## src/rtl/core/wsm_pkg.sv

```systemverilog
// ----------------------------------------------------------------------------
// wsm_pkg
// Shared types and constants for the wavetable sound mixer core.
// ----------------------------------------------------------------------------
package wsm_pkg;

    // Fixed field widths and scale constants.
    localparam int FREQ_W      = 11;
    localparam int DIVISOR_W   = 12;
    localparam int DIVIDEND_W  = 41;
    localparam int SUM_W       = 16;
    localparam int TICK_SCALE  = 278;
    localparam int FREQ_SPAN   = 2048;

    // Request kinds carried in tuser.
    localparam logic [2:0] REQ_TICK   = 3'd0;
    localparam logic [2:0] REQ_WAVE   = 3'd1;
    localparam logic [2:0] REQ_FREQ   = 3'd2;
    localparam logic [2:0] REQ_VOLUME = 3'd3;
    localparam logic [2:0] REQ_ENABLE = 3'd4;

    // Configuration register indexes.
    localparam logic [2:0] CFG_MASTER_VOLUME = 3'd0;
    localparam logic [2:0] CFG_VOICE_ENABLE  = 3'd1;
    localparam logic [2:0] CFG_SWEEP_ENABLE  = 3'd2;
    localparam logic [2:0] CFG_SWEEP_STEP    = 3'd3;
    localparam logic [2:0] CFG_SWEEP_PERIOD  = 3'd4;

    // Tick sequencer states.
    typedef enum logic [2:0] {
        ST_IDLE,
        ST_SETUP,
        ST_DIV,
        ST_ACC,
        ST_MIX
    } t_state;

endpackage

```

## src/rtl/core/wsm_div.sv

```systemverilog
// ----------------------------------------------------------------------------
// wsm_div
// Restoring divider, one quotient bit per cycle. Only the quotient modulo
// the wave length is kept, folded in as each quotient bit appears.
// ----------------------------------------------------------------------------
module wsm_div
    import wsm_pkg::*;
#(
    parameter int WAVE_LEN = 32,
    parameter int IDX_W    = 5
) (
    input  logic                  i_clk,
    input  logic                  i_rst_n,
    input  logic                  i_start,
    input  logic [DIVIDEND_W-1:0] i_dividend,
    input  logic [DIVISOR_W-1:0]  i_divisor,
    output logic                  o_done,
    output logic [IDX_W-1:0]      o_index
);

    localparam int CNT_W = $clog2(DIVIDEND_W + 1);

    logic                  r_busy;
    logic [CNT_W-1:0]      r_cnt;
    logic [DIVIDEND_W-1:0] r_dvd;
    logic [DIVISOR_W-1:0]  r_dvs;
    logic [DIVISOR_W-1:0]  r_rem;
    logic [IDX_W-1:0]      r_mod;

    logic [DIVISOR_W:0]    w_rem_sh;
    logic                  w_ge;
    logic [DIVISOR_W-1:0]  n_rem;
    logic [IDX_W:0]        w_mod_sh;
    logic [IDX_W-1:0]      n_mod;

    // One restoring step and the running modulo of the quotient.
    always_comb begin
        w_rem_sh = {r_rem, r_dvd[DIVIDEND_W-1]};
        w_ge     = (w_rem_sh >= {1'b0, r_dvs});
        n_rem    = w_ge ? DIVISOR_W'(w_rem_sh - {1'b0, r_dvs}) : DIVISOR_W'(w_rem_sh);
        w_mod_sh = {r_mod, w_ge};
        if (w_mod_sh >= (IDX_W + 1)'(WAVE_LEN)) begin
            n_mod = IDX_W'(w_mod_sh - (IDX_W + 1)'(WAVE_LEN));
        end else begin
            n_mod = IDX_W'(w_mod_sh);
        end
    end

    always_ff @(posedge i_clk) begin
        if (!i_rst_n) begin
            r_busy <= 1'b0;
            r_cnt  <= '0;
        end else if (i_start) begin
            r_busy <= 1'b1;
            r_cnt  <= CNT_W'(DIVIDEND_W);
        end else if (r_busy) begin
            if (r_cnt != '0) begin
                r_cnt <= r_cnt - 1'b1;
            end else begin
                r_busy <= 1'b0;
            end
        end
    end

    // Datapath registers.
    always_ff @(posedge i_clk) begin
        if (i_start) begin
            r_dvd <= i_dividend;
            r_dvs <= i_divisor;
            r_rem <= '0;
            r_mod <= '0;
        end else if (r_busy && (r_cnt != '0)) begin
            r_dvd <= {r_dvd[DIVIDEND_W-2:0], 1'b0};
            r_rem <= n_rem;
            r_mod <= n_mod;
        end
    end

    assign o_done  = r_busy && (r_cnt == '0);
    assign o_index = r_mod;

endmodule

```

## src/rtl/core/wsm_wave_mem.sv

```systemverilog
// ----------------------------------------------------------------------------
// wsm_wave_mem
// Wave table storage, one byte (two nibbles) per entry. A byte never written
// since reset reads as two mid-scale nibbles.
// ----------------------------------------------------------------------------
module wsm_wave_mem #(
    parameter int DEPTH = 64,
    parameter int AW    = 6
) (
    input  logic          i_clk,
    input  logic          i_rst_n,
    input  logic          i_wr_en,
    input  logic [AW-1:0] i_wr_addr,
    input  logic [7:0]    i_wr_data,
    input  logic          i_rd_en,
    input  logic [AW-1:0] i_rd_addr,
    output logic [7:0]    o_rd_data
);

    logic [7:0]       r_mem [DEPTH];
    logic [DEPTH-1:0] r_valid;
    logic [7:0]       r_rd_data;
    logic             r_rd_valid;

    // Written bytes are tracked so reset needs no clearing pass.
    always_ff @(posedge i_clk) begin
        if (!i_rst_n) begin
            r_valid <= '0;
        end else if (i_wr_en) begin
            r_valid[i_wr_addr] <= 1'b1;
        end
    end

    always_ff @(posedge i_clk) begin
        if (i_wr_en) begin
            r_mem[i_wr_addr] <= i_wr_data;
        end
    end

    // Registered read port.
    always_ff @(posedge i_clk) begin
        if (i_rd_en) begin
            r_rd_data  <= r_mem[i_rd_addr];
            r_rd_valid <= r_valid[i_rd_addr];
        end
    end

    assign o_rd_data = r_rd_valid ? r_rd_data : 8'h88;

endmodule

```

## src/rtl/core/wavetable_sound_mixer_core.sv

```systemverilog
// ----------------------------------------------------------------------------
// wavetable_sound_mixer_core
// Four-channel wavetable generator with channel 2 sweep, voice mix and
// master volume. Write words update tables and channel settings.
// ----------------------------------------------------------------------------
// Sequence: a write word is taken in idle and the core stays idle. A tick runs
// setup for each channel, then divide and accumulate for each active channel,
// then mix; mix waits while the previous output word is not taken.
// Throughput: one word at a time; the input is not ready during a tick.
// Reset: synchronous active low; registers go to their defaults and the wave
// table reads as mid-scale until written.
module wavetable_sound_mixer_core
    import wsm_pkg::*;
#(
    parameter int NUM_CHANNELS = 4,
    parameter int WAVE_LEN     = 32
) (
    input  logic        i_clk,
    input  logic        i_rst_n,
    input  logic        s_axis_tvalid,
    output logic        s_axis_tready,
    // tdata: address[5:0], wdata[16:6], voice_sample[24:17], zero[31:25]
    input  logic [31:0] s_axis_tdata,
    // tuser: req_type[2:0]
    input  logic [2:0]  s_axis_tuser,
    output logic        m_axis_tvalid,
    input  logic        m_axis_tready,
    // tdata: left_sample[15:0], right_sample[31:16]
    output logic [31:0] m_axis_tdata,
    input  logic        i_cfg_valid,
    output logic        o_cfg_ready,
    input  logic [2:0]  i_cfg_index,
    input  logic [7:0]  i_cfg_data
);

    localparam int CH_W      = (NUM_CHANNELS > 1) ? $clog2(NUM_CHANNELS) : 1;
    localparam int IDX_W     = $clog2(WAVE_LEN);
    localparam int BPC       = (WAVE_LEN + 1) / 2;
    localparam int MEM_DEPTH = NUM_CHANNELS * BPC;
    localparam int AW        = (MEM_DEPTH > 1) ? $clog2(MEM_DEPTH) : 1;

    // Input word fields.
    logic [2:0]        w_req;
    logic [5:0]        w_addr;
    logic [FREQ_W-1:0] w_wdata;
    logic [7:0]        w_voice;

    assign w_req   = s_axis_tuser;
    assign w_addr  = s_axis_tdata[5:0];
    assign w_wdata = s_axis_tdata[16:6];
    assign w_voice = s_axis_tdata[24:17];

    // Configuration registers.
    logic [7:0]        r_master;
    logic              r_voice_en;
    logic              r_sweep_en;
    logic signed [7:0] r_sweep_step;
    logic [7:0]        r_sweep_period;

    // Channel state.
    logic              r_on    [NUM_CHANNELS];
    logic [FREQ_W-1:0] r_freq  [NUM_CHANNELS];
    logic [3:0]        r_lgain [NUM_CHANNELS];
    logic [3:0]        r_rgain [NUM_CHANNELS];
    logic [31:0]       r_phase [NUM_CHANNELS];
    logic [IDX_W-1:0]  r_last  [NUM_CHANNELS];
    logic signed [8:0] r_sweep_cnt;

    // Tick sequencer.
    t_state                r_state, n_state;
    logic [CH_W-1:0]       r_ch;
    logic [IDX_W-1:0]      r_idx;
    logic [7:0]            r_voice;
    logic signed [SUM_W-1:0] r_lsum, r_rsum;
    logic [31:0]           r_out_data;
    logic                  r_out_valid;

    logic                  w_accept;
    logic                  w_tick;
    logic                  w_last_ch;
    logic                  w_active;
    logic                  w_div_start;
    logic                  w_div_done;
    logic [IDX_W-1:0]      w_div_index;
    logic [DIVIDEND_W-1:0] w_dividend;
    logic [DIVISOR_W-1:0]  w_divisor;
    logic                  w_rd_en;
    logic [AW-1:0]         w_rd_addr;
    logic [7:0]            w_rd_data;
    logic                  w_wr_en;
    logic [AW-1:0]         w_wr_addr;
    logic                  w_mix_load;

    assign o_cfg_ready = 1'b1;
    assign w_accept    = s_axis_tvalid && s_axis_tready;
    assign w_tick      = w_accept && (w_req == REQ_TICK);
    assign w_last_ch   = (r_ch == CH_W'(NUM_CHANNELS - 1));
    assign w_active    = r_on[r_ch] && !((r_ch == CH_W'(1)) && r_voice_en);

    // Divider operands for the current channel.
    assign w_dividend = DIVIDEND_W'(r_phase[r_ch]) * DIVIDEND_W'(TICK_SCALE);
    assign w_divisor  = DIVISOR_W'(FREQ_SPAN) - DIVISOR_W'(r_freq[r_ch]);

    // Wave table addressing.
    assign w_wr_en   = w_accept && (w_req == REQ_WAVE)
                       && (int'(w_addr[5:4]) < NUM_CHANNELS)
                       && (int'(w_addr[3:0]) * 2 + 1 < WAVE_LEN);
    assign w_wr_addr = AW'(int'(w_addr[5:4]) * BPC + int'(w_addr[3:0]));
    assign w_rd_addr = AW'(int'(r_ch) * BPC + int'(w_div_index >> 1));

    // Next state.
    always_comb begin
        n_state = r_state;
        unique case (r_state)
            ST_IDLE: begin
                if (w_tick) begin
                    n_state = ST_SETUP;
                end
            end
            ST_SETUP: begin
                if (w_active) begin
                    n_state = ST_DIV;
                end else if (w_last_ch) begin
                    n_state = ST_MIX;
                end
            end
            ST_DIV: begin
                if (w_div_done) begin
                    n_state = ST_ACC;
                end
            end
            ST_ACC: begin
                n_state = w_last_ch ? ST_MIX : ST_SETUP;
            end
            ST_MIX: begin
                if (!r_out_valid || m_axis_tready) begin
                    n_state = ST_IDLE;
                end
            end
            default: n_state = ST_IDLE;
        endcase
    end

    // Control strobes.
    always_comb begin
        s_axis_tready = 1'b0;
        w_div_start   = 1'b0;
        w_rd_en       = 1'b0;
        w_mix_load    = 1'b0;
        unique case (r_state)
            ST_IDLE:  s_axis_tready = 1'b1;
            ST_SETUP: w_div_start   = w_active;
            ST_DIV:   w_rd_en       = w_div_done;
            ST_ACC:   ;
            ST_MIX:   w_mix_load    = !r_out_valid || m_axis_tready;
            default:  ;
        endcase
    end

    always_ff @(posedge i_clk) begin
        if (!i_rst_n) begin
            r_state <= ST_IDLE;
        end else begin
            r_state <= n_state;
        end
    end

    // Configuration writes.
    always_ff @(posedge i_clk) begin
        if (!i_rst_n) begin
            r_master       <= 8'd80;
            r_voice_en     <= 1'b0;
            r_sweep_en     <= 1'b0;
            r_sweep_step   <= '0;
            r_sweep_period <= '0;
        end else if (i_cfg_valid) begin
            unique case (i_cfg_index)
                CFG_MASTER_VOLUME: r_master       <= i_cfg_data;
                CFG_VOICE_ENABLE:  r_voice_en     <= i_cfg_data[0];
                CFG_SWEEP_ENABLE:  r_sweep_en     <= i_cfg_data[0];
                CFG_SWEEP_STEP:    r_sweep_step   <= i_cfg_data;
                CFG_SWEEP_PERIOD:  r_sweep_period <= i_cfg_data;
                default: ;
            endcase
        end
    end

    // Channel state: register writes, sweep on tick accept, phase update.
    always_ff @(posedge i_clk) begin
        if (!i_rst_n) begin
            for (int i = 0; i < NUM_CHANNELS; i++) begin
                r_on[i]    <= 1'b0;
                r_freq[i]  <= '0;
                r_lgain[i] <= '0;
                r_rgain[i] <= '0;
                r_phase[i] <= '0;
                r_last[i]  <= '0;
            end
            r_sweep_cnt <= '0;
        end else begin
            if (w_accept) begin
                for (int i = 0; i < NUM_CHANNELS; i++) begin
                    if (w_addr == 6'(i)) begin
                        case (w_req)
                            REQ_FREQ:   r_freq[i] <= w_wdata;
                            REQ_VOLUME: begin
                                r_lgain[i] <= w_wdata[7:4];
                                r_rgain[i] <= w_wdata[3:0];
                            end
                            REQ_ENABLE: r_on[i] <= w_wdata[0];
                            default: ;
                        endcase
                    end
                end
            end
            if (w_tick && r_sweep_en && (r_sweep_step != '0)) begin
                if (r_sweep_cnt < 0) begin
                    r_sweep_cnt <= $signed({1'b0, r_sweep_period}) - 9'sd1;
                    if (NUM_CHANNELS > 2) begin
                        r_freq[2 % NUM_CHANNELS] <= r_freq[2 % NUM_CHANNELS]
                                                    + FREQ_W'(r_sweep_step);
                    end
                end else begin
                    r_sweep_cnt <= r_sweep_cnt - 9'sd1;
                end
            end
            if (r_state == ST_ACC) begin
                r_last[r_ch] <= r_idx;
                if ((r_idx == '0) && (r_last[r_ch] != '0)) begin
                    r_phase[r_ch] <= 32'd1;
                end else begin
                    r_phase[r_ch] <= r_phase[r_ch] + 32'd1;
                end
            end
        end
    end

    // Per-channel sample value and its scaled contributions.
    logic [3:0]              w_nibble;
    logic signed [4:0]       w_value;
    logic signed [9:0]       w_lprod, w_rprod;

    always_comb begin
        w_nibble = r_idx[0] ? w_rd_data[7:4] : w_rd_data[3:0];
        w_value  = $signed({1'b0, w_nibble}) - 5'sd8;
        w_lprod  = w_value * $signed({1'b0, r_lgain[r_ch]});
        w_rprod  = w_value * $signed({1'b0, r_rgain[r_ch]});
    end

    // Final mix: voice term, then master volume.
    logic signed [SUM_W-1:0] w_vterm;
    logic signed [SUM_W-1:0] w_lmix, w_rmix;
    logic signed [SUM_W+8:0] w_lout, w_rout;

    always_comb begin
        w_vterm = r_voice_en ? SUM_W'($signed({1'b0, r_voice}) - 9'sd128) : '0;
        w_lmix  = r_lsum + w_vterm;
        w_rmix  = r_rsum + w_vterm;
        w_lout  = w_lmix * $signed({1'b0, r_master});
        w_rout  = w_rmix * $signed({1'b0, r_master});
    end

    // Sequencer datapath.
    always_ff @(posedge i_clk) begin
        if (w_tick) begin
            r_voice <= w_voice;
            r_ch    <= '0;
            r_lsum  <= '0;
            r_rsum  <= '0;
        end
        if ((r_state == ST_SETUP) && !w_active && !w_last_ch) begin
            r_ch <= r_ch + 1'b1;
        end
        if (w_div_done && (r_state == ST_DIV)) begin
            r_idx <= w_div_index;
        end
        if (r_state == ST_ACC) begin
            r_lsum <= r_lsum + SUM_W'(w_lprod);
            r_rsum <= r_rsum + SUM_W'(w_rprod);
            if (!w_last_ch) begin
                r_ch <= r_ch + 1'b1;
            end
        end
        if (w_mix_load) begin
            r_out_data <= {w_rout[15:0], w_lout[15:0]};
        end
    end

    // Output word register.
    always_ff @(posedge i_clk) begin
        if (!i_rst_n) begin
            r_out_valid <= 1'b0;
        end else if (w_mix_load) begin
            r_out_valid <= 1'b1;
        end else if (m_axis_tready) begin
            r_out_valid <= 1'b0;
        end
    end

    assign m_axis_tvalid = r_out_valid;
    assign m_axis_tdata  = r_out_data;

    wsm_div #(
        .WAVE_LEN (WAVE_LEN),
        .IDX_W    (IDX_W)
    ) u_div (
        .i_clk      (i_clk),
        .i_rst_n    (i_rst_n),
        .i_start    (w_div_start),
        .i_dividend (w_dividend),
        .i_divisor  (w_divisor),
        .o_done     (w_div_done),
        .o_index    (w_div_index)
    );

    wsm_wave_mem #(
        .DEPTH (MEM_DEPTH),
        .AW    (AW)
    ) u_wave_mem (
        .i_clk     (i_clk),
        .i_rst_n   (i_rst_n),
        .i_wr_en   (w_wr_en),
        .i_wr_addr (w_wr_addr),
        .i_wr_data (w_wdata[7:0]),
        .i_rd_en   (w_rd_en),
        .i_rd_addr (w_rd_addr),
        .o_rd_data (w_rd_data)
    );

endmodule
```

## config.mk

```make
export PLATFORM = sky130hd
export DESIGN_NAME = wavetable_sound_mixer_core
export DESIGN_NICKNAME = d
export VERILOG_FILES = /design/src/rtl/core/wsm_pkg.sv /design/src/rtl/core/wsm_div.sv /design/src/rtl/core/wsm_wave_mem.sv /design/src/rtl/core/wavetable_sound_mixer_core.sv
export SDC_FILE = /design/constraint.sdc
export NUM_CORES = 2
export LEC_CHECK = 0
export BUFFER_PORTS_ARGS = -buffer_cell sky130_fd_sc_hd__buf_2
export CAP_MARGIN = 20
export CORE_MARGIN = 4
export CORE_UTILIZATION = 50
export DETAILED_ROUTE_END_ITERATION = 6
export HOLD_SLACK_MARGIN = 0.12
export PLACE_DENSITY = 0.66
export SLEW_MARGIN = 20
export SYNTH_ARGS = -nofsm -noshare
export SYNTH_HDL_FRONTEND = slang
export SYNTH_SLANG_ARGS = --single-unit
```

## constraint.sdc

```tcl
create_clock -name i_clk -period 16.75 [get_ports i_clk]
set_input_delay 1.675 -clock i_clk [delete_from_list [all_inputs] [get_ports i_clk]]
set_output_delay 1.675 -clock i_clk [all_outputs]
set_load 0.05 [all_outputs]
```

==> results.md <==
* Hold Path Depth at 2
* Final nets at 4930
* Initial antenna violation count at 8
* Cells after Synth at 4276
* Final Hold Fails at 0
* Via density at 5.467
* Most frequent cells in the layout: 875 x edfxtp_1, 495 x inv_1, 435 x nor2_1, 362 x nand2_1, 289 x ha_1
* Mux contribution to synthesized area at 10.39%
* R2R Path End: m_axis_tdata[15]
* Clock transition at path regs at 0.06 ns
* XOR/XNOR Fraction of Synth Area at 3.416%
* Total Routing Usage GR at 20.46%
* Tmin final at 8.102 ns
* # Max-Cap Violations at 0
* Core area at 0.1093 sq mm
* Power per cell area at 151.4 mW/mm^2
* Setup tns final at 0 ns
* RR Startpoint: r_voice_en
* Library cells used by synthesis at 80
* DRC viols at 0
* Peak Freq at 0.1234 GHz
* Chip Width at 340.6 microns
* Slew Viols, Final at 0
* Yosys warning total at 0
* Root buf cell: clkbuf_16
* Compound-Gate Fraction of Synth Area at 4.567%
* Critical Path Sink Type: flip-flop
* Fillcell total at 8961
* FFs w/ async S/R, synth at 0%
* Vias at 32390
* # rows at 121
* Arr. time, crit path at 8.60 ns
* Synthesized area per cell at 12.94 sq um
* Vias in the first global route at 32640
* Peak VDD IR at 0.0001207 V
* CP Class: flip-flop to flip-flop
* Worst skew pair latency at 0.70 ns
* Worst Clk Skew at 0.02965 ns
* CP peak stage delay at 0.98 ns
* Iter 0 DRT Violations at 2410
* # H-tree levels at 3
* Tightest Pin Transition at 1.007 ns
* Slew margin rel. at 32.61%
* IO Pins at 86
* Slowest CP cell: dfxtp_1
* Placed Instance Area at 0.05731 sq mm
* Synthesized net count at 4853
* Sequential-to-total area share from yosys stat at 52.28%
* Crit path launch type: flip-flop
* Area Overhead vs Synth at 10.42%
* Largest net degree at the start of global routing at 91
* GRT overflow at 0
* Simple-gate portion of the synthesized area at 9.686%
* Leak pwr at 23.62 nW
* Share of layout cells above drive strength 1 at 12.96%
* Yosys reg bits at 1007
* Post-cts gate resize count at 0
* Die Y at 340.6 microns
* PortBufs at 77
* Hold crit path type: flip-flop to flip-flop
* Routed wire length at 117600 microns
* R2r setup slk at 8.65 ns
* Outcome: complete, no violations
* Postcts setup bufs at 0
* Post-synth EDFFs at 875
* Hold Path Origin: u_div.r_rem[11]
* Die ar. at 0.1160 sq mm
* Hold-fix buffers, CTS at 0
* CTS buffer count at 105
* Final ANT Viol Nets at 0
* Final instance area at 0.06108 sq mm
* Req. time, crit path at 17.25 ns
* Mapped Area at 0.05531 sq mm
* Unrepaired setup endpoints after global routing: no
* Combinational family with the most area after synthesis: adder cells
* First-pass DRT Iterations at 7
* R2R depth at 29
* Mean routed wirelength per cell at 19.85 microns
* Post-DP HPWL at 77600 microns
* Placer Congestion at 0.8137
* CTS tree: done
* Initial Util at 50.60%
* Crit share post-route at 48.37%
* Bufs on Longest Clock Path at 3
* First-pass GRT wire length at 185900 microns
* CTS sink count at 1007
* Final setup vio count at 0
* CP max FO at 21
* Most common cell after layout, fill and taps aside: edfxtp_1
* Ys flop type: edfxtp_1
* Hold path endpoint: u_div.r_rem[11]
* Adder-Cell Fraction of Synth Area at 15.15%
-- stage by stage --
stage / std cells / setup slack [ns] / total power [W] / utilization [%] / hold slack (ns)
after floorplan: 4276 / 9.403 / 0.006061 / - / 0.4064
after global placement: 5721 / 8.704 / 0.006779 / 52.43 / 0.4439
after detailed placement: 5721 / 8.546 / 0.006826 / 52.43 / 0.4461
after CTS: 5920 / 8.500 / 0.009332 / 55.84 / 0.4552
after global routing: 5922 / 8.123 / 0.01002 / 55.87 / 0.4681
final: 5925 / 8.648 / 0.009247 / 55.88 / 0.4543
-- final cells by class --
type | count | area, sq um | area share (%)
multi-input cells | 2619 | 23950 | 39.21
clock buffers | 139 | 2929 | 4.796
well taps | 1476 | 1847 | 3.024
repair buffers | 123 | 743.2 | 1.217
inverters | 497 | 1868 | 3.059
clock inverters | 60 | 795.8 | 1.303
diodes | 4 | 10.01 | 0.01639
flip-flops and latches | 1007 | 28940 | 47.38
-- how the worst max path moves through the flow --
stage	to	from	depth (start not counted)	slack (ns)
final	m_axis_tdata[15]	r_voice_en	29	8.65
after detailed placement	m_axis_tdata[15]	r_voice_en	29	8.55
after global placement	m_axis_tdata[15]	r_voice_en	29	8.70
after floorplan	m_axis_tdata[31]	r_voice_en	29	9.40
after global routing	m_axis_tdata[15]	r_voice_en	29	8.12
after CTS	m_axis_tdata[15]	r_voice_en	29	8.50
-- routing by layer --
layer | track usage [%] | vias to the layer above | share of wire [%]
li1 | - | 15160 | -
met1 | 28.84 | 16280 | 44
met2 | 33.76 | 769 | 49
met3 | 2.995 | 169 | 5.4
met4 | 5.125 | 8 | 2.3
met5 | 0 | - | 0.032
-- worst max-delay path, delay by kind of cell, from the launching register on --
family                     cells  cell delay (ns)
adders and majority gates      6             2.61
xor gates and xnor gates       5             1.41
AOI/OAI and AO/OA              8             1.38
and+or+nand+nor                6             1.31
DFF                            1             0.98
buffers and inverters          4             0.19
-- synth_stat cells, drive strengths merged (32+ instances only) --
cell,count,share of area [%]
buf,32,0.29
mux2i,40,0.72
mux4,232,9.4
a21o,42,0.58
nand2,365,2.5
fa,237,8.6
nor3,40,0.36
and2,170,1.9
a21oi,161,1.5
nor2,438,3.0
clkbuf,121,0.84
xnor2,148,2.4
dfxtp,132,4.8
xor2,63,1.0
inv,495,3.4
edfxtp,875,48
ha,289,6.5
o21ai,100,0.90
-- cell families (layout without fill, tap and decap cells) --
kind of cell | count (synthesis) | count (layout)
AOI/OAI and AO/OA | 414 | 414
muxes | 283 | 283
DFF | 1007 | 1007
xor gates and xnor gates | 211 | 211
buffers and inverters | 650 | 819
other | 1 | 5
and+or+nand+nor | 1182 | 1182
adders and majority gates | 528 | 528
-- power breakdown --
| part | leakage (nW) | internal, W | switching (W) | total, W |
|---|---|---|---|---|
| clock | 1.80 | 0.00146 | 0.00102 | 0.00247 |
| sequential | 9.24 | 0.00277 | 0.0000476 | 0.00282 |
| combinational | 12.6 | 0.00174 | 0.00221 | 0.00396 |
| total | 23.6 | 0.00597 | 0.00328 | 0.00925 |
-- state kept, by name (all words and copies together) (netlist names), 20 cells and up --
signal / cells
m_axis_tdata: 32
r_phase: 128
r_last: 20
u_wave_mem.r_mem: 512
r_freq: 44
u_wave_mem.r_valid: 64
u_div.r_dvd: 40
No activity file was read; power rests on OpenSTA's default activity.
